`src/hw/rtl/ffha_pkg.sv`:
```
// Shared constants, command types and a helper function of the heap allocator.
`default_nettype none
package ffha_pkg;

  localparam int NFREE  = 64;
  localparam int NUSED  = 64;
  localparam int IDX_W  = 6;
  localparam int CNT_W  = 7;
  localparam int OFF_W  = 16;
  localparam int SZ_W   = 17;

  localparam logic [SZ_W-1:0] HDR_BYTES    = 17'd8;
  localparam logic [SZ_W-1:0] TWO_HDR      = 17'd16;
  localparam logic [SZ_W-1:0] ALIGN_MASK   = 17'd3;
  localparam logic [SZ_W-1:0] HEAP_CAP     = 17'd65536;

  // Operation codes
  localparam logic [1:0] OP_ALLOC   = 2'd0;
  localparam logic [1:0] OP_FREE    = 2'd1;
  localparam logic [1:0] OP_REALLOC = 2'd2;

  // Status codes
  localparam logic [1:0] ST_OK    = 2'd0;
  localparam logic [1:0] ST_NOMEM = 2'd1;
  localparam logic [1:0] ST_INVAL = 2'd2;
  localparam logic [1:0] ST_FULL  = 2'd3;

  // Free row commands
  typedef enum logic [1:0] {
    F_HOLD,
    F_WRITE,
    F_INSERT,
    F_REMOVE
  } fop_t;

  typedef struct packed {
    fop_t              op;
    logic [IDX_W-1:0]  idx;
    logic [OFF_W-1:0]  start;
    logic [SZ_W-1:0]   size;
  } fcmd_t;

  typedef struct packed {
    logic              we;
    logic [IDX_W-1:0]  idx;
    logic [OFF_W-1:0]  start;
    logic [SZ_W-1:0]   size;
  } ucmd_t;

  // Index of the lowest set bit, NFREE when none is set
  function automatic logic [CNT_W-1:0] first_set(input logic [NFREE-1:0] v);
    logic [CNT_W-1:0] r;
    r = CNT_W'(NFREE);
    for (int i = NFREE - 1; i >= 0; i--) begin
      if (v[i]) r = CNT_W'(i);
    end
    return r;
  endfunction

endpackage
`default_nettype wire

```
`src/hw/rtl/ffha_free_cell.sv`:
```
// One cell of the address-ordered free extent row: holds one extent, shifts with its neighbours.
`default_nettype none
module ffha_free_cell (
  input  wire logic                          clk,
  input  wire logic [ffha_pkg::IDX_W-1:0]    cell_idx,
  input  wire ffha_pkg::fcmd_t               cmd,
  input  wire logic [ffha_pkg::OFF_W-1:0]    left_start,
  input  wire logic [ffha_pkg::SZ_W-1:0]     left_size,
  input  wire logic [ffha_pkg::OFF_W-1:0]    right_start,
  input  wire logic [ffha_pkg::SZ_W-1:0]     right_size,
  input  wire logic [ffha_pkg::OFF_W-1:0]    key_addr,
  input  wire logic [ffha_pkg::SZ_W-1:0]     key_size,
  output logic [ffha_pkg::OFF_W-1:0]         start,
  output logic [ffha_pkg::SZ_W-1:0]          size,
  output logic                               fit,
  output logic                               le
);

  logic [ffha_pkg::OFF_W-1:0] start_r;
  logic [ffha_pkg::SZ_W-1:0]  size_r;

  // Load, take from the left on insert, take from the right on remove
  always_ff @(posedge clk) begin
    case (cmd.op)
      ffha_pkg::F_WRITE: begin
        if (cmd.idx == cell_idx) begin
          start_r <= cmd.start;
          size_r  <= cmd.size;
        end
      end
      ffha_pkg::F_INSERT: begin
        if (cmd.idx == cell_idx) begin
          start_r <= cmd.start;
          size_r  <= cmd.size;
        end else if (cell_idx > cmd.idx) begin
          start_r <= left_start;
          size_r  <= left_size;
        end
      end
      ffha_pkg::F_REMOVE: begin
        if (cell_idx >= cmd.idx) begin
          start_r <= right_start;
          size_r  <= right_size;
        end
      end
      default: ;
    endcase
  end

  // Compare own extent against the broadcast keys
  assign start = start_r;
  assign size  = size_r;
  assign fit   = size_r >= key_size;
  assign le    = start_r <= key_addr;

endmodule
`default_nettype wire

```
`config.mk`:
```
export PLATFORM = sky130hd
export DESIGN_NAME = ffha_free_cell
export DESIGN_NICKNAME = d
export VERILOG_FILES = /design/src/hw/rtl/ffha_pkg.sv /design/src/hw/rtl/ffha_free_cell.sv
export SDC_FILE = /design/constraint.sdc
export NUM_CORES = 1
export LEC_CHECK = 0
export BUFFER_PORTS_ARGS = -buffer_cell sky130_fd_sc_hd__buf_2
export CAP_MARGIN = 20
export CORE_MARGIN = 4
export CORE_UTILIZATION = 42
export DETAILED_ROUTE_END_ITERATION = 10
export PLACE_DENSITY = 0.77
export REMOVE_ABC_BUFFERS = 1
export SLEW_MARGIN = 10
export SYNTH_ARGS = -nofsm -noshare
export SYNTH_HDL_FRONTEND = slang
export SYNTH_SLANG_ARGS = --single-unit
```
`constraint.sdc`:
```
create_clock -name clk -period 3.7 [get_ports clk]
set_input_delay 0 -clock clk [delete_from_list [all_inputs] [get_ports clk]]
set_output_delay 0 -clock clk [all_outputs]
set_load 0.05 [all_outputs]
```
* Word-level counts from Yosys, hierarchy flattened
Index checks and enable logic that the tools add are counted.
Storage, ports and cells: bits in registers 33, output and inout port bits 35, input bits 147, word-level logic and storage cells 25
Operators by class: multiplexer cells 10, eq/ne operators 7, $lt $le $gt $ge 4, reductions and logical operators 2
Operators by type and width (number):
- 2-to-1 mux 17 bit | 4
- 2-to-1 mux 16 bit | 4
- one-hot mux 17 bit (3 select lines) | 1
- one-hot mux 16 bit (3 select lines) | 1
- >= comparator 17 bit | 1
- less-or-equal comparator 16 bit | 1
- equality test 6 bit | 1
- >= comparator 6 bit | 1
- > comparator 6 bit | 1
- equality test 2 bit, second input constant | 2
- inequality test 2 bit, second input constant | 2
- AND reduction 4 bit | 1
- inequality test 3 bit, second input constant | 1
- nonzero test 3 bit | 1
- equality test 2 x 1 -> 1 bit, second input constant | 1

* Logic depth before layout (Yosys ltp)
Gate-level depths: netlist of run 1.
depth in word-level cells 4, gate-level depth with buffers 8, mapped depth without buffers 7

* Worst setup path after synthesis of run 1
OpenSTA, ideal clock, no wires.
path kind input to register, from input port cmd[38] in the netlist's numbering, to register size_r (netlist bit size[0]), enable pin, required time 3268 ps, setup time 432 ps, setup slack 761 ps, buffers on the path 1, arrival time 2507 ps, stages on the path 6, cell sequence inv_1 ha_1 and3_1 nand4_4 buf_2 o2bb2ai_1
Between the ends: longest elaborated chain between the ends 3, elaborated cells between the ends (all ways) 7, those cells by class order compare (2); eq/ne (4); reduce/logical (1)
RTL lines:
- start, declared | line ffha_free_cell.sv:6 | input wire ffha_pkg::fcmd_t cmd,
- > comparator 6 bit (tied with other cells) | line ffha_free_cell.sv:35 | end else if (cell_idx > cmd.idx) begin
- inequality test 3 bit (no line) or inequality test 2 bit (tied branches)
- AND reduction 4 bit (no line) (*)
- end signal, assigned | line ffha_free_cell.sv:34 | size_r <= cmd.size;
- end signal, assigned | line ffha_free_cell.sv:37 | size_r <= left_size;
- end signal, assigned | line ffha_free_cell.sv:43 | size_r <= right_size;
- end, declared | line ffha_free_cell.sv:20 | logic [ffha_pkg::SZ_W-1:0] size_r;
Mark *: on every way between the ends. The rest lies on a longest branch, timed or not. A chain may end at the register's enable or synchronous reset.

* Worst setup path after layout of run 1
from register size_r (netlist bit size[0]), to output port fit
Between the ends: longest elaborated chain between the ends 1
RTL lines:
- start signal, assigned | line ffha_free_cell.sv:28 | size_r <= cmd.size;
- start signal, assigned | line ffha_free_cell.sv:34
- start signal, assigned | line ffha_free_cell.sv:37
- >= comparator 17 bit | line ffha_free_cell.sv:53 | assign fit = size_r >= key_size;
- end, declared | line ffha_free_cell.sv:15 | output logic fit,
Every way passes these cells.

==> results of run 1 <==
==> worst max-delay path, delay by kind of cell (launching register included) <==
kind | cells | cell delay (ps)
and+or+nand+nor | 2 | 250
AOI/OAI and AO/OA | 3 | 820
DFF | 1 | 400
adders and majority gates | 1 | 210
buffers and inverters | 2 | 300
==> final cells by class <==
class / count / area share
well taps: 75 / 0.0254
repair buffers: 183 / 0.254
multi-input cells: 195 / 0.388
inverters: 43 / 0.0437
clock buffers: 6 / 0.0196
clock inverters: 1 / 0.00102
flip-flops and latches: 33 / 0.268
==> through the flow <==
step	instances	instance area [sq um]	hold slack [ps]	worst slack, ps	utilization
floorplan	271	2570	256	669	-
global placement	528	3590	342	1230	0.596
detailed placement	528	3590	350	1160	0.596
CTS	535	3670	60.2	1400	0.609
global route	536	3700	74.9	1210	0.614
finish	536	3700	69.5	1440	0.614
==> metal layers <==
layer | vias up | global-route usage
met2 | 136 | 0.398
met4 | 0 | 0.0586
met1 | 1407 | 0.243
met5 | - | 0
li1 | 1461 | -
met3 | 18 | 0.0492
==> sequential cells by signal, summed over array words and instances (netlist names) <==
name and cells:
size 17, start 16
==> cells by family after synthesis <==
family                     share of synthesized area
and+or+nand+nor                               0.0613
adders and majority gates                      0.184
DFF                                            0.373
buffers and inverters                         0.0938
AOI/OAI and AO/OA                              0.288
==> how the worst max path moves through the flow <==
| stage | end | slack [ps] |
|---|---|---|
| 2_1_floorplan | size[0]$_DFFE_PP_ | 670 |
| 3_3_place_gp | start[0]$_DFFE_PP_ | 1230 |
| 3_5_place_dp | start[12]$_DFFE_PP_ | 1160 |
| 4_1_cts | fit | 1400 |
| 5_1_grt | fit | 1210 |
| 6_report | fit | 1440 |
==> report_power, final <==
group	internal, uW	switching [uW]
combinational	187	354
clock	127	117
sequential	471	26.4
==> layout by cell type (no fill, tap or decap), drive strengths merged, types with 3 or more instances in the layout <==
master and n:
o22ai 66, nand3 3, a21oi 45, edfxtp 33, clkbuf 6, ha 39
nand2 10, a21o 3, buf 183, o21ai 5, inv 42, nand4 6
==> results.json, run 1 <==
{
  "yosysTopAreaCellShare": 0.373,
  "area_growth_pct": 39.3,
  "cts_resized": 0,
  "dieHeight_um": 87.5,
  "ys_types": 31,
  "core_sq_um": 6030,
  "worst_pin_slew_ps": 935,
  "clk_pin_slew_ps": 60,
  "max_freq_mhz": 443,
  "drc": 0,
  "cts_tree": "yes",
  "synth-edff-count": 33,
  "ys.flop_type": "edfxtp_1",
  "met1_length_um": 3160,
  "synth_top_cell_by_area": "edfxtp_1",
  "critPathLaunch": "size[0]$_DFFE_PP_",
  "avgSynthCellArea_sq_um": 9.25,
  "cts_hold_buf": 0,
  "drt_iter0_markers": 102,
  "cts_buffers": 5,
  "cts.sinks": 33,
  "relSlewSlack": 0.376,
  "ios": 182,
  "synth.cells.most_frequent": "66 x o22ai_1, 45 x a21oi_1, 42 x inv_1",
  "drv_slew": 0,
  "setup_viol": 0,
  "cp_slowest_cell": "edfxtp_1",
  "crit_path_start_kind": "register",
  "grt.overflow.total": 0,
  "wl_met2_um": 4610,
  "seq_area_frac_synth": 0.373,
  "start_util": 0.441,
  "drt-vias-per-instance": 5.64,
  "wl_per_cell_um": 16.0,
  "grt_usage": 0.214,
  "first_pass_iters": 4,
  "antenna_violating_nets_post_route": 0,
  "antenna_found_initial": 0,
  "top_layer": "met4",
  "synthArstFlopShare": 0,
  "hold_path_end": "start[5]$_DFFE_PP_",
  "path_class": "reg2out",
  "min_period_ps": 2260,
  "antennaDiodeCount": 0,
  "hold_viol": 0,
  "cts_max_level": 2,
  "irDropWorstVdd_v": 0.000215,
  "final.period_utilization": 0.610,
  "cp_slowest_stage_delay_ps": 400,
  "end_kind": "output port",
  "cp.required_ps": 3700,
  "clockBufferDepth": 2,
  "nets": 647,
  "grt_pass1_vias": 2921,
  "synth_most_common_cell": "o22ai_1",
  "cp_max_fo": 2,
  "grt_setup_unrepaired": "no",
  "tns_ps": 0,
  "synth_warnings": 0,
  "grt_pass1_wl_um": 13100,
  "powerDensity_nw_per_um2": 347,
  "dp.final_hpwl_um": 6690,
  "fp-row-count": 28,
  "min_path_type": "in2reg",
  "die_w_um": 87.5,
  "outcome": "finished, final reports clean",
  "grt_max_degree": 37,
  "regArea_sq_um": 991,
  "post_cts_buffers": 0,
  "netlist_top_cells_area": "edfxtp_1 37%, ha_1 18%, o22ai_1 16%",
  "drv_cap": 0,
  "vias": 3022,
  "fp.dieArea_sq_um": 7660,
  "ys_ff_latch": 33,
  "crit_chain": "inv_1 > ha_1 > nand2b_1 > a2111oi_2 > nor4_1 > o31ai_1 > o211ai_1 > buf_2",
  "synth_cells": 287,
  "p_leak_uw": 0.00188,
  "fillers": 563,
  "arrival_ps": 2260,
  "finalPower_uw": 1280,
  "syn_area_sq_um": 2660,
  "hp-start": "right_start[5]",
  "multi_input_area_sq_um": 1430,
  "holdPathStages": 3,
  "port_buffers": 181,
  "cts_root_buf": "clkbuf_8",
  "wl_met3_um": 665,
  "layout-drive-gt1-share": 0.416,
  "drt_wl_total_um": 8570,
  "gp_congestion": 0.842
}
No activity file was read; power rests on OpenSTA's default activity.
==> run 2: changes to the inputs <==
==> constraint.sdc (replaced) <==
create_clock -name clk -period 2.3 [get_ports clk]
set_input_delay 0 -clock clk [delete_from_list [all_inputs] [get_ports clk]]
set_output_delay 0 -clock clk [all_outputs]
set_load 0.05 [all_outputs]
==> results.json, run 2 (synthesis results as in run 1) <==
{
  "final_cell_area_sq_um": 3740,
  "fp.dieArea_sq_um": 7660,
  "min_period_ps": 2160,
  "final.period_utilization": 0.940,
  "fillers": 538,
  "worst_pin_slew_ps": 924,
  "powerDensity_nw_per_um2": 558,
  "sw_frac_of_total": 0.391,
  "layout-drive-gt1-share": 0.429,
  "crit_path_start_kind": "register",
  "crit_chain": "ha_1 > nand4_1 > or4_4 > o221ai_1 > o21ai_0 > clkbuf_4",
  "first_pass_iters": 4,
  "cts_root_buf": "clkbuf_8",
  "port_buffers": 181,
  "antennaDiodeCount": 0,
  "cts_buffers": 5,
  "setup_viol": 0,
  "cts_tree": "yes",
  "fp-row-count": 28,
  "antenna_found_initial": 0,
  "start_util": 0.441,
  "outcome": "finished, final reports clean",
  "mostFrequentLayoutCells": "179 x buf_2, 66 x o22ai_1, 45 x a21oi_1",
  "drv_cap": 0,
  "dieHeight_um": 87.5,
  "wl_met2_um": 4520,
  "clk_pin_slew_ps": 60,
  "cp_slowest_cell": "or4_4",
  "holdPathStages": 3,
  "nets": 650,
  "dp.final_hpwl_um": 6870,
  "drt-vias-per-instance": 5.49,
  "cts_max_level": 2,
  "max_freq_mhz": 463,
  "irDropWorstVdd_v": 0.000285,
  "met1_length_um": 3310,
  "area_growth_pct": 40.8,
  "cp_max_fo": 2,
  "final_common_cell": "buf_2",
  "min_path_type": "in2reg",
  "pre_cts_slack_ps": 337,
  "wl_per_cell_um": 16.0,
  "fin_ws_ps": 139,
  "cp.required_ps": 2300,
  "ios": 182,
  "relSlewSlack": 0.383,
  "grt_max_degree": 34,
  "critPathLaunch": "start[9]$_DFFE_PP_",
  "path_class": "reg2out",
  "power.share.clock": 0.190,
  "drt_iter0_markers": 103,
  "vias": 2961,
  "cp_slowest_stage_delay_ps": 510,
  "seqPwrFrac": 0.380,
  "hold_path_end": "start[8]$_DFFE_PP_",
  "top_layer": "met4",
  "clockBufferDepth": 2,
  "hp-start": "right_start[8]",
  "hold_viol": 0,
  "grt_pass1_vias": 2985,
  "arrival_ps": 2160,
  "drv_slew": 0,
  "drt_wl_total_um": 8600,
  "largest_reg_flops": 17,
  "antenna_violating_nets_post_route": 0,
  "gp_congestion": 0.820,
  "grt.overflow.total": 0,
  "p_comb_frac": 0.430,
  "core_sq_um": 6030,
  "p_leak_uw": 0.00189,
  "drc": 0,
  "grt_pass1_wl_um": 13200,
  "switchingPower_uw": 815,
  "cts.sinks": 33,
  "wl_met3_um": 553,
  "die_w_um": 87.5,
  "place_area_sq_um": 3620,
  "end_kind": "output port",
  "grt_usage": 0.219,
  "p_int_uw": 1270
}
==> run 2: layout make-up <==
class | count | area [sq um] | area share
well taps | 75 | 93.8 | 0.0251
clock buffers | 6 | 72.6 | 0.0194
flip-flops and latches | 33 | 991 | 0.265
repair buffers | 186 | 948 | 0.254
multi-input cells | 195 | 1470 | 0.393
inverters | 43 | 161 | 0.0432
clock inverters | 1 | 3.75 | 0.00100
==> run 2: worst max path at each step <==
stage               slack (ps)                 end
floorplan                 -730   size[0]$_DFFE_PP_
global placement           390  start[2]$_DFFE_PP_
CTS                         30                 fit
detailed placement         340                 fit
global route               -20                 fit
finish                     140                  le
==> run 2: per-stage QoR <==
stage	total power (uW)	TNS [ps]	instances	hold WS, ps	util
after floorplan	1370	-24500	271	256	-
after global placement	1660	0	532	345	0.601
after detailed placement	1690	0	532	348	0.601
final	2090	0	539	63.2	0.620
after global routing	2220	-23.8	539	58.5	0.620
after CTS	2080	0	539	52.8	0.614
==> run 2: repair_timing <==
item                       CTS  global route
buffers inserted             0             0
hold buffers                 0             0
gates resized for setup      0             8
setup endpoints to repair    0             2
==> run 2: routing by layer <==
metal	GRT usage	up-vias
li1	-	1465
met1	0.246	1354
met4	0.0795	0
met3	0.0378	20
met2	0.410	122
met5	0	-
==> run 2: critical path, delay by kind of cell, from the launching register on <==
family	cells	cell delay, ps
AND/OR/NAND/NOR	2	640
AO/OA/AOI/OAI	2	300
adder cells (fa/ha/maj)	1	330
buffers and inverters	1	220
flip-flops	1	400
==> run 2: power groups by stage <==
| stage | registers (uW) | logic [uW] | clock network, uW |
|---|---|---|---|
| final | 793 | 898 | 396 |
| after CTS | 795 | 882 | 405 |
| after global placement | 805 | 852 | 0 |
| after detailed placement | 807 | 879 | 0 |
| after floorplan | 1060 | 315 | 0 |
| after global routing | 804 | 979 | 440 |
==> run 3: changes to the inputs <==
--- a/config.mk
+++ b/config.mk
@@ -10,7 +10,9 @@
 export CORE_MARGIN = 4
 export CORE_UTILIZATION = 42
 export DETAILED_ROUTE_END_ITERATION = 10
+export GPL_TIMING_DRIVEN = 0
 export PLACE_DENSITY = 0.77
+export RECOVER_POWER = 50
 export REMOVE_ABC_BUFFERS = 1
 export SLEW_MARGIN = 10
 export SYNTH_ARGS = -nofsm -noshare
==> results.json, run 3 (synthesis results as in run 1) <==
{
  "outcome": "finished, final reports clean",
  "antenna_violating_nets_post_route": 0,
  "irDropWorstVdd_v": 0.000245,
  "wl_per_cell_um": 15.9,
  "clockBufferDepth": 2,
  "min_period_ps": 2170,
  "critPathLaunch": "start[10]$_DFFE_PP_",
  "mostFrequentLayoutCells": "146 x buf_2, 66 x o22ai_1, 45 x a21oi_1",
  "seqPwrFrac": 0.385,
  "grt_pass1_wl_um": 12800,
  "min_path_type": "in2reg",
  "antennaDiodeCount": 0,
  "arrival_ps": 2170,
  "crit_family": "simple AND/OR/NAND/NOR gates",
  "p_leak_uw": 0.00180,
  "layout-drive-gt1-share": 0.356,
  "drv_slew": 0,
  "final.period_utilization": 0.944,
  "cp.required_ps": 2300,
  "p_comb_frac": 0.423,
  "cts_tree": "yes",
  "p_int_uw": 1260,
  "die_w_um": 87.5,
  "cp_slowest_cell": "or4_4",
  "final_common_cell": "buf_2",
  "grt_max_degree": 37,
  "cts_buffers": 5,
  "dp.final_hpwl_um": 6520,
  "regArea_sq_um": 991,
  "path_class": "reg2out",
  "crit_path_start_kind": "register",
  "crit_chain": "ha_1 > nand4_1 > or4_4 > o221ai_1 > o21ai_0 > clkbuf_4",
  "port_buffers": 181,
  "cts.sinks": 33,
  "crit_cells": 6,
  "gp_congestion": 0.844,
  "crit_path_end": "le",
  "grt_setup_unrepaired": "no",
  "tns_ps": 0,
  "multi_input_area_sq_um": 1460,
  "fp-row-count": 28,
  "cts_max_level": 2,
  "cp_num_buf_inv": 1,
  "drt-vias-per-instance": 5.52,
  "hold_viol": 0,
  "dieHeight_um": 87.5,
  "fillers": 540,
  "cts_root_buf": "clkbuf_8",
  "start_util": 0.441,
  "worst_pin_slew_ps": 808,
  "nets": 647,
  "cp_max_fo": 3,
  "sw_frac_of_total": 0.393,
  "drc": 0,
  "dp.cells": 528,
  "final_core_util": 0.615,
  "fp.dieArea_sq_um": 7660,
  "core_sq_um": 6030,
  "vias": 2960,
  "cts_hold_buf": 0,
  "end_kind": "output port",
  "drt_wl_total_um": 8500,
  "area_growth_pct": 39.5,
  "grt.overflow.total": 0,
  "ios": 182,
  "stdcell_count": 536,
  "largest_reg_flops": 17,
  "first_pass_iters": 4,
  "clk_pin_slew_ps": 60,
  "setup_viol": 0,
  "drv_cap": 0,
  "max_freq_mhz": 460,
  "relSlewSlack": 0.461,
  "post_cts_buffers": 0,
  "powerDensity_nw_per_um2": 559,
  "drt_iter0_markers": 112,
  "switchingPower_uw": 814,
  "cts_resized": 0,
  "grt_usage": 0.209,
  "grt_pass1_vias": 2872,
  "antenna_found_initial": 0,
  "power.share.clock": 0.192,
  "cp_slowest_stage_delay_ps": 510
}
[run 3: changes by cell type in the layout (fill, tap and decap cells not counted), moves of 2 or more]
| cell | previous run | this run |
|---|---|---|
| buf_2 | 179 | 146 |
| buf_4 | 6 | 1 |
| buf_16 | 0 | 2 |
| clkbuf_1 | 1 | 34 |
[run 3: worst min-delay path by stage]
stage	end	from	cells after the start
floorplan	size[0]$_DFFE_PP_	right_size[0]	2
global placement	size[15]$_DFFE_PP_	right_size[15]	3
detailed placement	size[10]$_DFFE_PP_	right_size[10]	3
CTS	size[10]$_DFFE_PP_	right_size[10]	3
global route	size[10]$_DFFE_PP_	right_size[10]	3
finish	size[10]$_DFFE_PP_	right_size[10]	3
[run 3: cell type report]
class | count | share of cell area
multi-input combinational | 195 | 0.393
sequential | 33 | 0.267
timing repair buffer | 183 | 0.250
inverter | 43 | 0.0436
tap | 75 | 0.0253
clock buffer | 6 | 0.0196
clock inverter | 1 | 0.00101
[run 3: power groups by stage]
stage          clock [uW]  combinational (uW)  sequential, uW
3_3_place_gp            0                 838             809
5_1_grt               431                 956             806
3_5_place_dp            0                 879             808
6_report              398                 877             797
4_1_cts               410                 882             795
2_1_floorplan           0                 315            1060
[run 3: per-stage QoR]
stage	total power, uW	instance area [sq um]	worst slack (ps)	hold slack, ps
6_report	2070	3700	128	69.0
5_1_grt	2190	3700	1.06	60.7
2_1_floorplan	1370	2570	-731	256
3_3_place_gp	1650	3570	-1820	349
4_1_cts	2090	3690	13.4	60.7
3_5_place_dp	1690	3610	-65.5	354
[run 3: metal layers]
metal	track usage	part of all wire	up-vias
li1	-	-	1455
met1	0.244	0.38	1360
met2	0.380	0.52	129
met3	0.0378	0.074	16
met4	0.0711	0.024	0
met5	0	0	-
