[config.mk]
export PLATFORM = sky130hd
export DESIGN_NAME = ffha_used_cell
export DESIGN_NICKNAME = d
export VERILOG_FILES = /design/src/hw/rtl/ffha_pkg.sv /design/src/hw/rtl/ffha_used_cell.sv
export SDC_FILE = /design/constraint.sdc
export NUM_CORES = 1
export LEC_CHECK = 0
export BUFFER_PORTS_ARGS = -buffer_cell sky130_fd_sc_hd__buf_4
export CAP_MARGIN = 20
export CORE_MARGIN = 5
export CORE_UTILIZATION = 38
export DETAILED_ROUTE_END_ITERATION = 8
export GPL_TIMING_DRIVEN = 0
export HOLD_SLACK_MARGIN = 0.06
export PLACE_DENSITY = 0.75
export SYNTH_ARGS = -nofsm -noshare
export SYNTH_HDL_FRONTEND = slang
export SYNTH_SLANG_ARGS = --single-unit
[constraint.sdc]
create_clock -name clk -period 4.1 [get_ports clk]
set_input_delay 0 -clock clk [delete_from_list [all_inputs] [get_ports clk]]
set_output_delay 0 -clock clk [all_outputs]
set_load 0.02 [all_outputs]
[src/hw/rtl/ffha_pkg.sv]
// Shared constants, command types and a helper function of the heap allocator.
`default_nettype none
package ffha_pkg;

  localparam int NFREE  = 64;
  localparam int NUSED  = 64;
  localparam int IDX_W  = 6;
  localparam int CNT_W  = 7;
  localparam int OFF_W  = 16;
  localparam int SZ_W   = 17;

  localparam logic [SZ_W-1:0] HDR_BYTES    = 17'd8;
  localparam logic [SZ_W-1:0] TWO_HDR      = 17'd16;
  localparam logic [SZ_W-1:0] ALIGN_MASK   = 17'd3;
  localparam logic [SZ_W-1:0] HEAP_CAP     = 17'd65536;

  // Operation codes
  localparam logic [1:0] OP_ALLOC   = 2'd0;
  localparam logic [1:0] OP_FREE    = 2'd1;
  localparam logic [1:0] OP_REALLOC = 2'd2;

  // Status codes
  localparam logic [1:0] ST_OK    = 2'd0;
  localparam logic [1:0] ST_NOMEM = 2'd1;
  localparam logic [1:0] ST_INVAL = 2'd2;
  localparam logic [1:0] ST_FULL  = 2'd3;

  // Free row commands
  typedef enum logic [1:0] {
    F_HOLD,
    F_WRITE,
    F_INSERT,
    F_REMOVE
  } fop_t;

  typedef struct packed {
    fop_t              op;
    logic [IDX_W-1:0]  idx;
    logic [OFF_W-1:0]  start;
    logic [SZ_W-1:0]   size;
  } fcmd_t;

  typedef struct packed {
    logic              we;
    logic [IDX_W-1:0]  idx;
    logic [OFF_W-1:0]  start;
    logic [SZ_W-1:0]   size;
  } ucmd_t;

  // Index of the lowest set bit, NFREE when none is set
  function automatic logic [CNT_W-1:0] first_set(input logic [NFREE-1:0] v);
    logic [CNT_W-1:0] r;
    r = CNT_W'(NFREE);
    for (int i = NFREE - 1; i >= 0; i--) begin
      if (v[i]) r = CNT_W'(i);
    end
    return r;
  endfunction

endpackage
`default_nettype wire

[src/hw/rtl/ffha_used_cell.sv]
// One cell of the allocated extent row: holds one extent and matches its data offset.
`default_nettype none
module ffha_used_cell (
  input  wire logic                          clk,
  input  wire logic [ffha_pkg::IDX_W-1:0]    cell_idx,
  input  wire ffha_pkg::ucmd_t               cmd,
  input  wire logic [ffha_pkg::OFF_W-1:0]    key_off,
  output logic [ffha_pkg::OFF_W-1:0]         start,
  output logic [ffha_pkg::SZ_W-1:0]          size,
  output logic                               match
);

  logic [ffha_pkg::OFF_W-1:0] start_r;
  logic [ffha_pkg::SZ_W-1:0]  size_r;

  // Load when addressed
  always_ff @(posedge clk) begin
    if (cmd.we && cmd.idx == cell_idx) begin
      start_r <= cmd.start;
      size_r  <= cmd.size;
    end
  end

  // Data offset is the extent start plus one header
  assign start = start_r;
  assign size  = size_r;
  assign match = (ffha_pkg::SZ_W'(start_r) + ffha_pkg::HDR_BYTES) == ffha_pkg::SZ_W'(key_off);

endmodule
`default_nettype wire

[Word-level counts from Yosys, hierarchy flattened]
Index checks and enable logic that the tools add are counted.
Cells by class
  reduce and logical (&&, ||, !) cells: 1
  equality and inequality tests: 2
  add/subtract/negate cells: 1
Operators by type and width (number)
  $add 16x4->17 const B: 1
  $eq 17x16->1: 1
  $eq 6x6->1: 1
  $logic_and 1x1->1: 1
Word-level totals
  bits in registers: 33
  input port bits: 63
  logic and storage cells: 6

[Depth between registers and ports, before layout]
Gate-level depths: netlist (run 1).
  depth after elaboration: 2
  mapped depth: 6

[Least setup slack after synthesis (run 1)]
No wires, ideal clock.
  path kind: input to register
  start: input cell_idx[3] (netlist bit)
  end: register size_r, in the netlist size[0] (enable)
  stages: 2
  data required time: 3.594 ns
  path buffers: 0
  arrival time: 3.420 ns
  setup slack: 0.174 ns
  setup time: 0.506 ns
  path through: xor2_1 -> nor4_1
On the way
  word-level cells in the longest chain between the ends: 2
RTL lines
  start, declared: RTL line ffha_used_cell.sv:5  | input wire logic [ffha_pkg::IDX_W-1:0] cell_idx,
  $eq 6x6->1: RTL line ffha_used_cell.sv:18  | if (cmd.we && cmd.idx == cell_idx) begin
  $logic_and 1x1->1: RTL line ffha_used_cell.sv:18
  end signal, assigned: RTL line ffha_used_cell.sv:20  | size_r <= cmd.size;
  end, declared: RTL line ffha_used_cell.sv:14  | logic [ffha_pkg::SZ_W-1:0] size_r;
No other way between the ends.
A chain may end at the register's enable or synchronous reset.

[Worst setup path after layout (run 1)]
  start: register start_r, in the netlist start[3]
  end: output match
On the way
  word-level cells in the longest chain between the ends: 2
RTL lines
  start, declared: RTL line ffha_used_cell.sv:13  | logic [ffha_pkg::OFF_W-1:0] start_r;
  start signal, assigned: RTL line ffha_used_cell.sv:19  | start_r <= cmd.start;
  $add 16x4->17: RTL line ffha_used_cell.sv:27  | assign match = (ffha_pkg::SZ_W'(start_r) + ffha_pkg::HDR_BYTES) == ffha_pkg::SZ_W'(key_off);
  $eq 17x16->1: RTL line ffha_used_cell.sv:27
  end, declared: RTL line ffha_used_cell.sv:10  | output logic match
No other way between the ends.

==> impl_results.md, run 1 <==
- Clock buffer count from CTS: 5
- CTS root buf: clkbuf_8
- Pwr Total: 0.720 mW
- Commonest non-fill, non-tap cell in the layout: buf_4
- Site Rows: 23
- Number of I/O pins: 97
- HPWL Detailed: 3250 um
- Vias in the first global route: 1551
- Die Height: 74.6 um
- Post-Syn Area: 0.00158 mm^2
- Max_slew headroom: 36.3%
- Final instance area: 0.00282 mm^2
- Sequential fraction of the synthesis area: 62.6%
- Worst Tran Pin Value: 948 ps
- Setup violations, final: 0
- Cell Pwr Density: 256 mW/mm^2
- Die width: 74.6 um
- Drt first-iter violations: 50
- Hold Crit Depth: 3
- Max Cap Viol: 0
- Post-Place Cells: 263
- Multi-input logic area: 587 um^2
- Most frequent cells in the layout: buf_4 (98), dlygate4sd3_1 (33), edfxtp_1 (33)
- Final worst-path cycle share: 65.6%
- # port buffers: 96
- Synthesized instance count: 114
- Layout cells sized above 1: 43.7%
- Routability cong.: 0.880
- Fillers: 292
- Dpl ws: 1700 ps
- Synth-to-Final Area Change: 77.8%
- Final non-filler cell total: 304
- Vias: 1489
- First-pass detailed-route iteration total: 4
- First-pass GRT wire length: 7400 um
- Post-placement cell area: 0.00240 mm^2
- Worst EP arrival: 2690 ps
- FMAX: 0.372 GHz
- Hold Fails Final Rpt: 0
- Vias per inst: 4.90
- Crit Path Category: flip-flop to output port
- Final net count: 317
- Global route overflow: 0
- Max Slew Vio Count: 0
- Core Util, Final: 69.9%
- Status: finished, final reports clean
- Core Area: 0.00403 mm^2
- Syn Area/Cell: 13.9 um^2
- Hold crit path type: input port to flip-flop
- Starting Density: 39.3%
- Initial antenna violation count: 0
- Avg WL per Cell: 15.5 um
- CP Capture Type: output port
- Min cycle time layout: 2690 ps
- Leakage dissipation: 1.15 nW
- FF+latch count, synth: 33
- Peak supply drop: 306 uV
- CP Data Required Time: 4100 ps
- Die area: 0.00556 mm^2
- DRC: 0
- CTS H-tree lvls: 2
- Storage cell area: 991 um^2
- CP Launch Type: flip-flop
- Final WS setup: 1410 ps
- Clock slew at reported path FFs: 70 ps
- TritonCTS clock tree: yes
- RSZ-0062 raised after global routing: false
- Gr usage total: 17.9%
- Synthesis Warnings: 0
- Post-route ant nets: 0
- CTS sink count: 33
- Syn_nets: 178
- Hold EP: size[10]
- Largest net degree at the start of global routing: 12
- Netlist cell types: 34
- # resized after CTS: 0
- Worst-case clock buffer depth: 2
- # diodes: 0
- Hold path start: cmd[39]
- DRT Wirelength: 4700 um
- Crit Path Max Fanout: 8
==> sequential cells by signal, indices dropped and copies added, names as in the netlist <==
register / flops
size: 17
start: 16
==> worst max-delay path by stage <==
stage                     endpoint   startpoint  cells past startpoint  slack, ps
after floorplan            size[0]  cell_idx[3]                      2        170
after CTS                    match     start[3]                      7       1400
final                        match     start[3]                      7       1410
after global placement    start[1]  cell_idx[3]                      3       -940
after detailed placement     match     start[3]                      7       1700
after global routing         match     start[3]                      7       1240
==> logic make-up after synthesis <==
| kind of cell | Yosys count | synth area share (%) |
|---|---|---|
| AO/OA/AOI/OAI | 16 | 6.95 |
| adder cells (fa/ha/maj) | 1 | 0.790 |
| AND/OR/NAND/NOR | 36 | 14.1 |
| XOR/XNOR | 25 | 14.8 |
| buffers and inverters | 3 | 0.789 |
| flip-flops | 33 | 62.6 |
==> power breakdown <==
group          total [mW]  switching [mW]  internal (mW)  leakage, nW
Sequential          0.378         0.00300          0.375        0.297
Combinational       0.113          0.0374         0.0760        0.808
Clock               0.228           0.111          0.117       0.0439
Total               0.720           0.152          0.568         1.15
==> critical path, stage by stage (launching register included) <==
cell      delay, ps
edfxtp_1        510
ha_1            310
xor3_1          440
o22ai_1         180
o21ai_1          90
or4_1           490
nor4_2          220
buf_4           180
==> timing repair <==
action,in CTS,in global routing
hold buffers,33,0
buffers inserted,0,0
endpoints found under the hold margin,33,0
==> layout make-up <==
type | count | area share [%]
Buffer | 2 | 0.311
Clock buffer | 5 | 2.44
Clock inverter | 3 | 0.622
Inverter | 1 | 0.133
Multi-Input combinational cell | 78 | 20.8
Sequential cell | 33 | 35.2
Tap cell | 50 | 2.22
Timing Repair Buffer | 132 | 38.2
==> routing by layer <==
layer	share of wire, %	wire length, um	GRT usage, %
met2	50	2350	32.0
met1	36	1690	19.3
met5	0	0	0
met4	0.89	42	4.15
met3	13	621	8.24
==> per-stage QoR <==
step                setup TNS [ps]  hold WS (ps)
floorplan                        0          98.9
global placement            -31130           178
detailed placement               0           179
CTS                              0           206
global route                     0           205
finish                           0           212
==> Yosys cell counts <==
cell type	n	share of area, %
edfxtp_1	33	63
xor2_1	14	7.7
xnor2_1	10	5.5
nand4_1	6	2.4
nand3_1	5	1.6
nand2_1	4	0.95
nor2_1	4	0.95
a31oi_1	3	1.2
and4_1	3	1.7
o22ai_1	3	1.2
a21oi_1	2	0.63
and3_1	2	0.79
nor3_1	2	0.63
o21ai_0	2	0.63
or4_1	2	0.95
a2111oi_2	1	0.95
a211oi_1	1	0.47
a41oi_1	1	0.55
and2_1	1	0.40
and4b_1	1	0.63
buf_2	1	0.32
clkbuf_1	1	0.24
ha_1	1	0.79
inv_1	1	0.24
nand2b_1	1	0.40
nand4b_1	1	0.55
nor4_1	1	0.40
nor4_2	1	0.79
nor4b_1	1	0.55
o2111ai_1	1	0.55
o21ai_1	1	0.32
o31ai_1	1	0.47
or3b_1	1	0.55
xor3_1	1	1.5
Power figures use the tool's default switching activity.
==> run 2: changes to the inputs <==
--- a/config.mk
+++ b/config.mk
@@ -5,14 +5,15 @@
 export SDC_FILE = /design/constraint.sdc
 export NUM_CORES = 1
 export LEC_CHECK = 0
+export ABC_AREA = 1
 export BUFFER_PORTS_ARGS = -buffer_cell sky130_fd_sc_hd__buf_4
 export CAP_MARGIN = 20
 export CORE_MARGIN = 5
-export CORE_UTILIZATION = 38
+export CORE_UTILIZATION = 44
 export DETAILED_ROUTE_END_ITERATION = 8
 export GPL_TIMING_DRIVEN = 0
 export HOLD_SLACK_MARGIN = 0.06
-export PLACE_DENSITY = 0.75
+export PLACE_DENSITY = 0.8
 export SYNTH_ARGS = -nofsm -noshare
 export SYNTH_HDL_FRONTEND = slang
 export SYNTH_SLANG_ARGS = --single-unit
==> constraint.sdc (replaced) <==
create_clock -name clk -period 2.75 [get_ports clk]
set_input_delay 0 -clock clk [delete_from_list [all_inputs] [get_ports clk]]
set_output_delay 0 -clock clk [all_outputs]
set_load 0.02 [all_outputs]
==> run 2 against run 1 <==
Design area grew 3.0%. Synthesized area rose by 6.5%. Cell count increased by 21%. First-iteration DRC count rose by 32%. Via count up 9.8%. Sequential share of layout area fell by 1.0 points. Sequential power increased by 49%. Global-route usage rose by 1.5 points. Clock-buffer cell count is 1 higher. Clock power grew 43%. Largest power group unchanged.
==> impl_results.md, run 2 <==
- Max FFs per register: 17 (unchanged)
- Hold Fails Final Rpt: 0 (unchanged)
- Starting Density: 45.7% (+6.4 points)
- Top-count cell post-synth: nand2_1
- Clock buffer count from CTS: 5 (unchanged)
- Global route overflow: 0 (unchanged)
- CP Data Required Time: 2750 ps (-1350 ps)
- Vias in the first global route: 1691 (+9.0%)
- Adder-Cell Fraction of Synth Area: 0.742% (-0.048 points)
- Most frequent cells after synthesis: nand2_1 (61), edfxtp_1 (33), inv_1 (31)
- FMAX: 0.532 GHz
- Status: finished, final reports clean
- Synthesis Warnings: 0 (unchanged)
- Crit path buf inv count: 1 (unchanged)
- Max Cap Viol: 0 (unchanged)
- Setup violations, final: 0 (unchanged)
- Drt first-iter violations: 66 (+32%)
- Largest family of logic cells by synthesized area: simple AND/OR/NAND/NOR gates
- Worst Tran Pin Value: 919 ps (-28.7 ps)
- Cell Pwr Density: 366 mW/mm^2 (+43%)
- Post-Place Cells: 327 (+24%)
- Worst path depth: 11 (+4)
- Area leader, netlist: edfxtp_1
- Post-synth top area share: 58.8% (-3.8 points)
- Syn Area/Cell: 9.27 um^2 (-33%)
- Die Height: 71.9 um (-3.6%)
- Syn_nets: 246 (+38%)
- Setup bufs post-CTS: 0 (unchanged)
- Die area: 0.00517 mm^2 (-7.0%)
- Initial antenna violation count: 0 (unchanged)
- Post-route ant nets: 0 (unchanged)
- Post-placement cell area: 0.00249 mm^2 (+3.9%)
- Final non-filler cell total: 367 (+21%)
- Setup TNS: 0 ps (unchanged)
- Vias per inst: 4.46 (-9.0%)
- Peak supply drop: 326 uV (+6.3%)
- Crit Path Category: flip-flop to output port
- CTS H-tree lvls: 2 (unchanged)
- Avg WL per Cell: 12.8 um (-17%)
- Routability cong.: 0.833 (-5.3%)
- End of the critical path: match
- Post-Synth Simple-Gate Area: 25.0% (+11 points)
- # port buffers: 96 (unchanged)
- Mux share of post-synthesis cell area: 0% (unchanged)
- Leakage dissipation: 1.38 nW (+20%)
- Largest net degree at the start of global routing: 20 (+8)
- CTS root buf: clkbuf_8
- CTS sink count: 33 (unchanged)
- Synthesized instance count: 182 (+60%)
- Slowest cell delay on critical path: 460 ps (-50 ps)
- CP Capture Type: output port
- DRT Wirelength: 4710 um (about the same)
- Post-Syn Area: 0.00169 mm^2 (+6.5%)
- Max Slew Vio Count: 0 (unchanged)
- Gr usage total: 19.4% (+1.5 points)
- Post-synth top flop: edfxtp_1
- Hold crit path type: input port to flip-flop
- Min cycle time layout: 1880 ps
- Layout cells sized above 1: 33.5% (-10 points)
- Worst-case clock buffer depth: 2 (unchanged)
- First-pass detailed-route iteration total: 4 (unchanged)
- Netlist cell types: 18 (-47%)
- RSZ-0062 raised after global routing: false
- FF+latch count, synth: 33 (unchanged)
- Site Rows: 22 (-4.3%)
- Final worst-path cycle share: 68.4%
- Number of I/O pins: 97 (unchanged)
- # diodes: 0 (unchanged)
- Slowest stage cell on the critical path: edfxtp_1
- Core Area: 0.00369 mm^2 (-8.4%)
- Post-synth EDFFs: 33 (unchanged)
- Synth-to-Final Area Change: 72.0%
- Dpl ws: 909 ps (-793 ps)
- DRC: 0 (unchanged)
- TritonCTS clock tree: yes
- Max_slew headroom: 38.7% (+2.4 points)
- Top post-synthesis cells by area: edfxtp_1 (59%), nand2_1 (14%), inv_1 (6.9%)
- Compound-gate portion of the synthesized area: 1.85% (-5.1 points)
- Crit-path leading delay family: simple AND/OR/NAND/NOR gates
- CP Launch Type: flip-flop
- Xor and xnor area share after synthesis: 6.75% (-8.0 points)
- Synth async-reset ratio: 0% (unchanged)
- Crit Path Max Fanout: 5 (-3)
- Critical path, cell by cell: ha_1 > nand2_1 > nor2_4 > nand3_1 > nand2_1 > nor2_1 > nand2_1 > nor2_1 > nand2_1 > nor2_1 > buf_4
- Die width: 71.9 um (-3.6%)
- Commonest non-fill, non-tap cell in the layout: buf_4
- Critical Path Source: start[3]
- Hold path start: cmd[39]
- Final WS setup: 870 ps (-541 ps)
- Worst EP arrival: 1880 ps (-810 ps)
- Most frequent cells in the layout: buf_4 (96), nand2_1 (61), dlygate4sd3_1 (33), edfxtp_1 (33), inv_1 (31)
- Vias: 1635 (+9.8%)
- Clock slew at reported path FFs: 60 ps (about the same)
- Sequential fraction of the synthesis area: 58.8% (-3.8 points)
- Final instance area: 0.00290 mm^2 (+3.0%)
- Final net count: 383 (+21%)
- First-pass GRT wire length: 7700 um (+4.1%)
- CP most frequent cell: nand2_1
- HPWL Detailed: 3350 um (+3.0%)
-- run 2: cell types whose count changed in the layout (fill, tap and decap cells not counted), moves of 3 or more --
cell,change
and4_1,-3
nand4_1,-3
o22ai_1,-3
nand3_1,+7
inv_1,+30
a31oi_1,-3
nor2_1,+13
nand2_1,+57
xor2_1,-10
-- run 2: timing repair --
action | CTS | global route
gates resized for setup | 0 | 0
hold buffers | 33 | 0
endpoints found under the hold margin | 33 | 0
-- run 2: area by class of cell --
type,count,area (um^2)
repair buffers,130,1070
clock inverters,1,3.75
well taps,48,60.1
fillers,269,788
multi-input cells,118,591
clock buffers,6,72.6
flip-flops and latches,33,991
inverters,31,116
-- run 2: layer usage --
metal,vias up,wire [um],GRT usage [%],share of wire (%)
li1,854,-,-,-
met1,710,1530,18.6,32
met2,55,2710,38.1,57
met3,16,315,4.85,6.7
met4,0,157,8.98,3.3
met5,-,0,0,0
-- run 2: worst min path at each step --
stage / to / slack, ps / depth (start not counted)
2_1_floorplan: size[0] / 100 / 0
3_3_place_gp: size[7] / 180 / 1
3_5_place_dp: size[6] / 180 / 1
4_1_cts: start[0] / 250 / 2
5_1_grt: size[10] / 260 / 2
6_report: start[0] / 250 / 2
-- run 2: through the flow --
stage / utilization [%] / power, mW / hold WS [ps]
6_report: 78.6 / 1.06 / 253
5_1_grt: 78.6 / 1.11 / 262
4_1_cts: 78.6 / 1.06 / 246
3_5_place_dp: 67.6 / 0.706 / 180
3_3_place_gp: 67.0 / 0.699 / 178
2_1_floorplan: - / 0.619 / 98.9
-- run 2: power breakdown --
part | switching (mW) | internal [mW]
Sequential | 0.00367 | 0.560
Clock | 0.155 | 0.170
Combinational | 0.0594 | 0.113
Total | 0.218 | 0.843
-- run 2: cell families (layout without fill, tap and decap cells) --
group                      count (synthesis)  count (layout)
buffers and inverters                     31             168
AOI/OAI and AO/OA                          5               5
DFF                                       33              33
adders and majority gates                  1               1
and+or+nand+nor                           99              99
xor gates and xnor gates                  13              13
==> run 3: changes to the inputs <==
--- a/config.mk
+++ b/config.mk
@@ -5,15 +5,15 @@
 export SDC_FILE = /design/constraint.sdc
 export NUM_CORES = 1
 export LEC_CHECK = 0
-export ABC_AREA = 1
+export ABC_AREA = 0
 export BUFFER_PORTS_ARGS = -buffer_cell sky130_fd_sc_hd__buf_4
 export CAP_MARGIN = 20
 export CORE_MARGIN = 5
-export CORE_UTILIZATION = 44
+export CORE_UTILIZATION = 42
 export DETAILED_ROUTE_END_ITERATION = 8
 export GPL_TIMING_DRIVEN = 0
 export HOLD_SLACK_MARGIN = 0.06
-export PLACE_DENSITY = 0.8
+export PLACE_DENSITY = 0.78
 export SYNTH_ARGS = -nofsm -noshare
 export SYNTH_HDL_FRONTEND = slang
 export SYNTH_SLANG_ARGS = --single-unit
==> constraint.sdc (replaced) <==
create_clock -name clk -period 1.8 [get_ports clk]
set_input_delay 0 -clock clk [delete_from_list [all_inputs] [get_ports clk]]
set_output_delay 0 -clock clk [all_outputs]
set_load 0.02 [all_outputs]
==> run 3 against run 2 <==
The flow now finishes with violations (setup timing). Sequential share of layout area shrank 1.3 points. Power grew 58%. Combinational power grew 64%. Routed wire length grew 23%. Non-clock buffer count grew 19. First-iteration DRC count grew 140%. Design area grew 4.0%. Sequential power grew 53%. Cell count shrank 14%. Critical path depth shrank 5. Utilization grew 3.7 points. Largest power group unchanged.
==> impl_results.md, run 3 (same netlist as run 1, synthesis figures left out) <==
- Die Height: 71.4 um (-0.70%)
- Failing checks: setup timing
- Max Cap Viol: 0 (unchanged)
- Gr usage total: 23.5% (+4.1 points)
- First-pass GRT wire length: 9140 um (+19%)
- Site Rows: 22 (unchanged)
- Cell Pwr Density: 557 mW/mm^2 (+52%)
- Final net count: 332 (-13%)
- Number of I/O pins: 97 (unchanged)
- Worst Tran Pin Value: 480 ps (-439 ps)
- Largest net degree at the start of global routing: 18 (-10%)
- Max FFs per register: 17 (unchanged)
- CTS root buf: clkbuf_8
- Die area: 0.00510 mm^2 (-1.4%)
- DRC: 0 (unchanged)
- Final WS setup: -543 ps (-1410 ps)
- Crit path buf inv count: 1 (unchanged)
- Leakage dissipation: 1.24 nW (-11%)
- Clock buffer count from CTS: 5 (unchanged)
- Global route overflow: 0 (unchanged)
- Peak supply drop: 754 uV (+130%)
- Vias per inst: 5.15 (+16%)
- Initial antenna violation count: 0 (unchanged)
- Worst-case clock buffer depth: 2 (unchanged)
- Vias: 1632 (-0.18%)
- CTS sink count: 33 (unchanged)
- Post-route ant nets: 0 (unchanged)
- Slowest cell delay on critical path: 540 ps (+80 ps)
- M3 GR Usage: 11.2% (+6.4 points)
- Avg WL per Cell: 18.2 um (+42%)
- Post-Place Cells: 260 (-20%)
- Vias in the first global route: 1811 (+7.1%)
- Max_slew headroom: 67.8% (+29 points)
- Clock slew at reported path FFs: 70 ps (about the same)
- Drt first-iter violations: 157 (+140%)
- Most frequent cells in the layout: buf_4 (113), dlygate4sd3_1 (33), edfxtp_1 (33)
- Crit Path Max Fanout: 8 (+3)
- First-pass detailed-route iteration total: 4 (unchanged)
- Die width: 71.4 um (-0.70%)
- DRT Wirelength: 5770 um (+23%)
- M1 GR Usage: 25.2% (+6.6 points)
- CP Launch Type: flip-flop
- Final non-filler cell total: 317 (-14%)
- Synth-to-Final Area Change: 90.4%
- # port buffers: 96 (unchanged)
- TritonCTS clock tree: yes
- Starting Density: 43.3% (-2.5 points)
- Worst EP arrival: 2340 ps (+460 ps)
- Max Slew Vio Count: 0 (unchanged)
- Commonest non-fill, non-tap cell in the layout: buf_4
- HPWL Detailed: 3400 um (+1.7%)
- Crit-path leading delay family: simple AND/OR/NAND/NOR gates
- Busiest metal layer after global routing: met2
- Hold Fails Final Rpt: 0 (unchanged)
- Min cycle time layout: 2340 ps
- FMAX: 0.427 GHz
- Crit Path Category: flip-flop to output port
- Hold crit path type: input port to flip-flop
- Slowest stage cell on the critical path: edfxtp_1
- Final worst-path cycle share: 130%
- Setup violations, final: 1 (+1)
- GR Util met2: 39.1% (+1.0 points)
- # diodes: 0 (unchanged)
- CP Data Required Time: 1800 ps (-950 ps)
- Critical path, cell by cell: nand4_1 > a2111oi_4 > o22ai_1 > or4_4 > nor4_4 > buf_4
- Routability cong.: 0.851 (+2.1%)
- RSZ-0062 raised after global routing: true
- CP Capture Type: output port
- Setup TNS: -543 ps (-543 ps)
- Fillers: 188 (-30%)
- Layout cells sized above 1: 50.6% (+17 points)
- CTS H-tree lvls: 2 (unchanged)
- Core Area: 0.00366 mm^2 (-0.75%)
- Status: finished, violations left
==> run 3: cell type report <==
class | instances | area [um^2] | area share [%]
multi-input cells | 78 | 666 | 22.1
repair buffers | 147 | 1200 | 39.7
plain buffers | 2 | 15.0 | 0.498
well taps | 48 | 60.1 | 1.99
flip-flops and latches | 33 | 991 | 32.9
inverters | 1 | 3.75 | 0.124
clock inverters | 2 | 10.0 | 0.332
clock buffers | 6 | 72.6 | 2.41
==> run 3: where the power goes <==
| group | switching, mW | total, mW | internal (mW) |
|---|---|---|---|
| sequential | 0.00663 | 0.862 | 0.855 |
| clock | 0.267 | 0.535 | 0.268 |
| combinational | 0.100 | 0.282 | 0.182 |
| total | 0.374 | 1.68 | 1.30 |
==> run 3: metal layers <==
layer | vias to the layer above | part of all wire [%]
met1 | 770 | 36
met3 | 12 | 11
met5 | - | 0
li1 | 757 | -
met2 | 93 | 51
met4 | 0 | 2.1
==> run 3: path summary, 6_finish.rpt <==
check	from	slack (ps)	to	depth (start not counted)
worst max-delay path	start[6]	-540	match	6
worst min-delay path	cmd[39]	330	start[1]	4
==> run 3: metrics by stage <==
step / cell area (um^2) / total power [mW] / utilization (%) / hold WS [ps] / setup WS [ps]
final: 3020 / 1.68 / 82.4 / 329 / -543
after global placement: 2410 / 1.07 / 65.9 / 178 / -419
after floorplan: 1630 / 0.949 / - / 98.9 / -324
after CTS: 2930 / 1.66 / 80.0 / 319 / -572
after detailed placement: 2440 / 1.08 / 66.6 / 179 / -416
after global routing: 3020 / 1.75 / 82.4 / 337 / -601
==> run 3: repair_timing <==
action / CTS / global route
buffers inserted: 9 / 7
setup endpoints to repair: 1 / 1
hold buffers: 33 / 0
endpoints found under the hold margin: 33 / 0
resized for setup: 3 / 7
pin swaps: 4 / 5
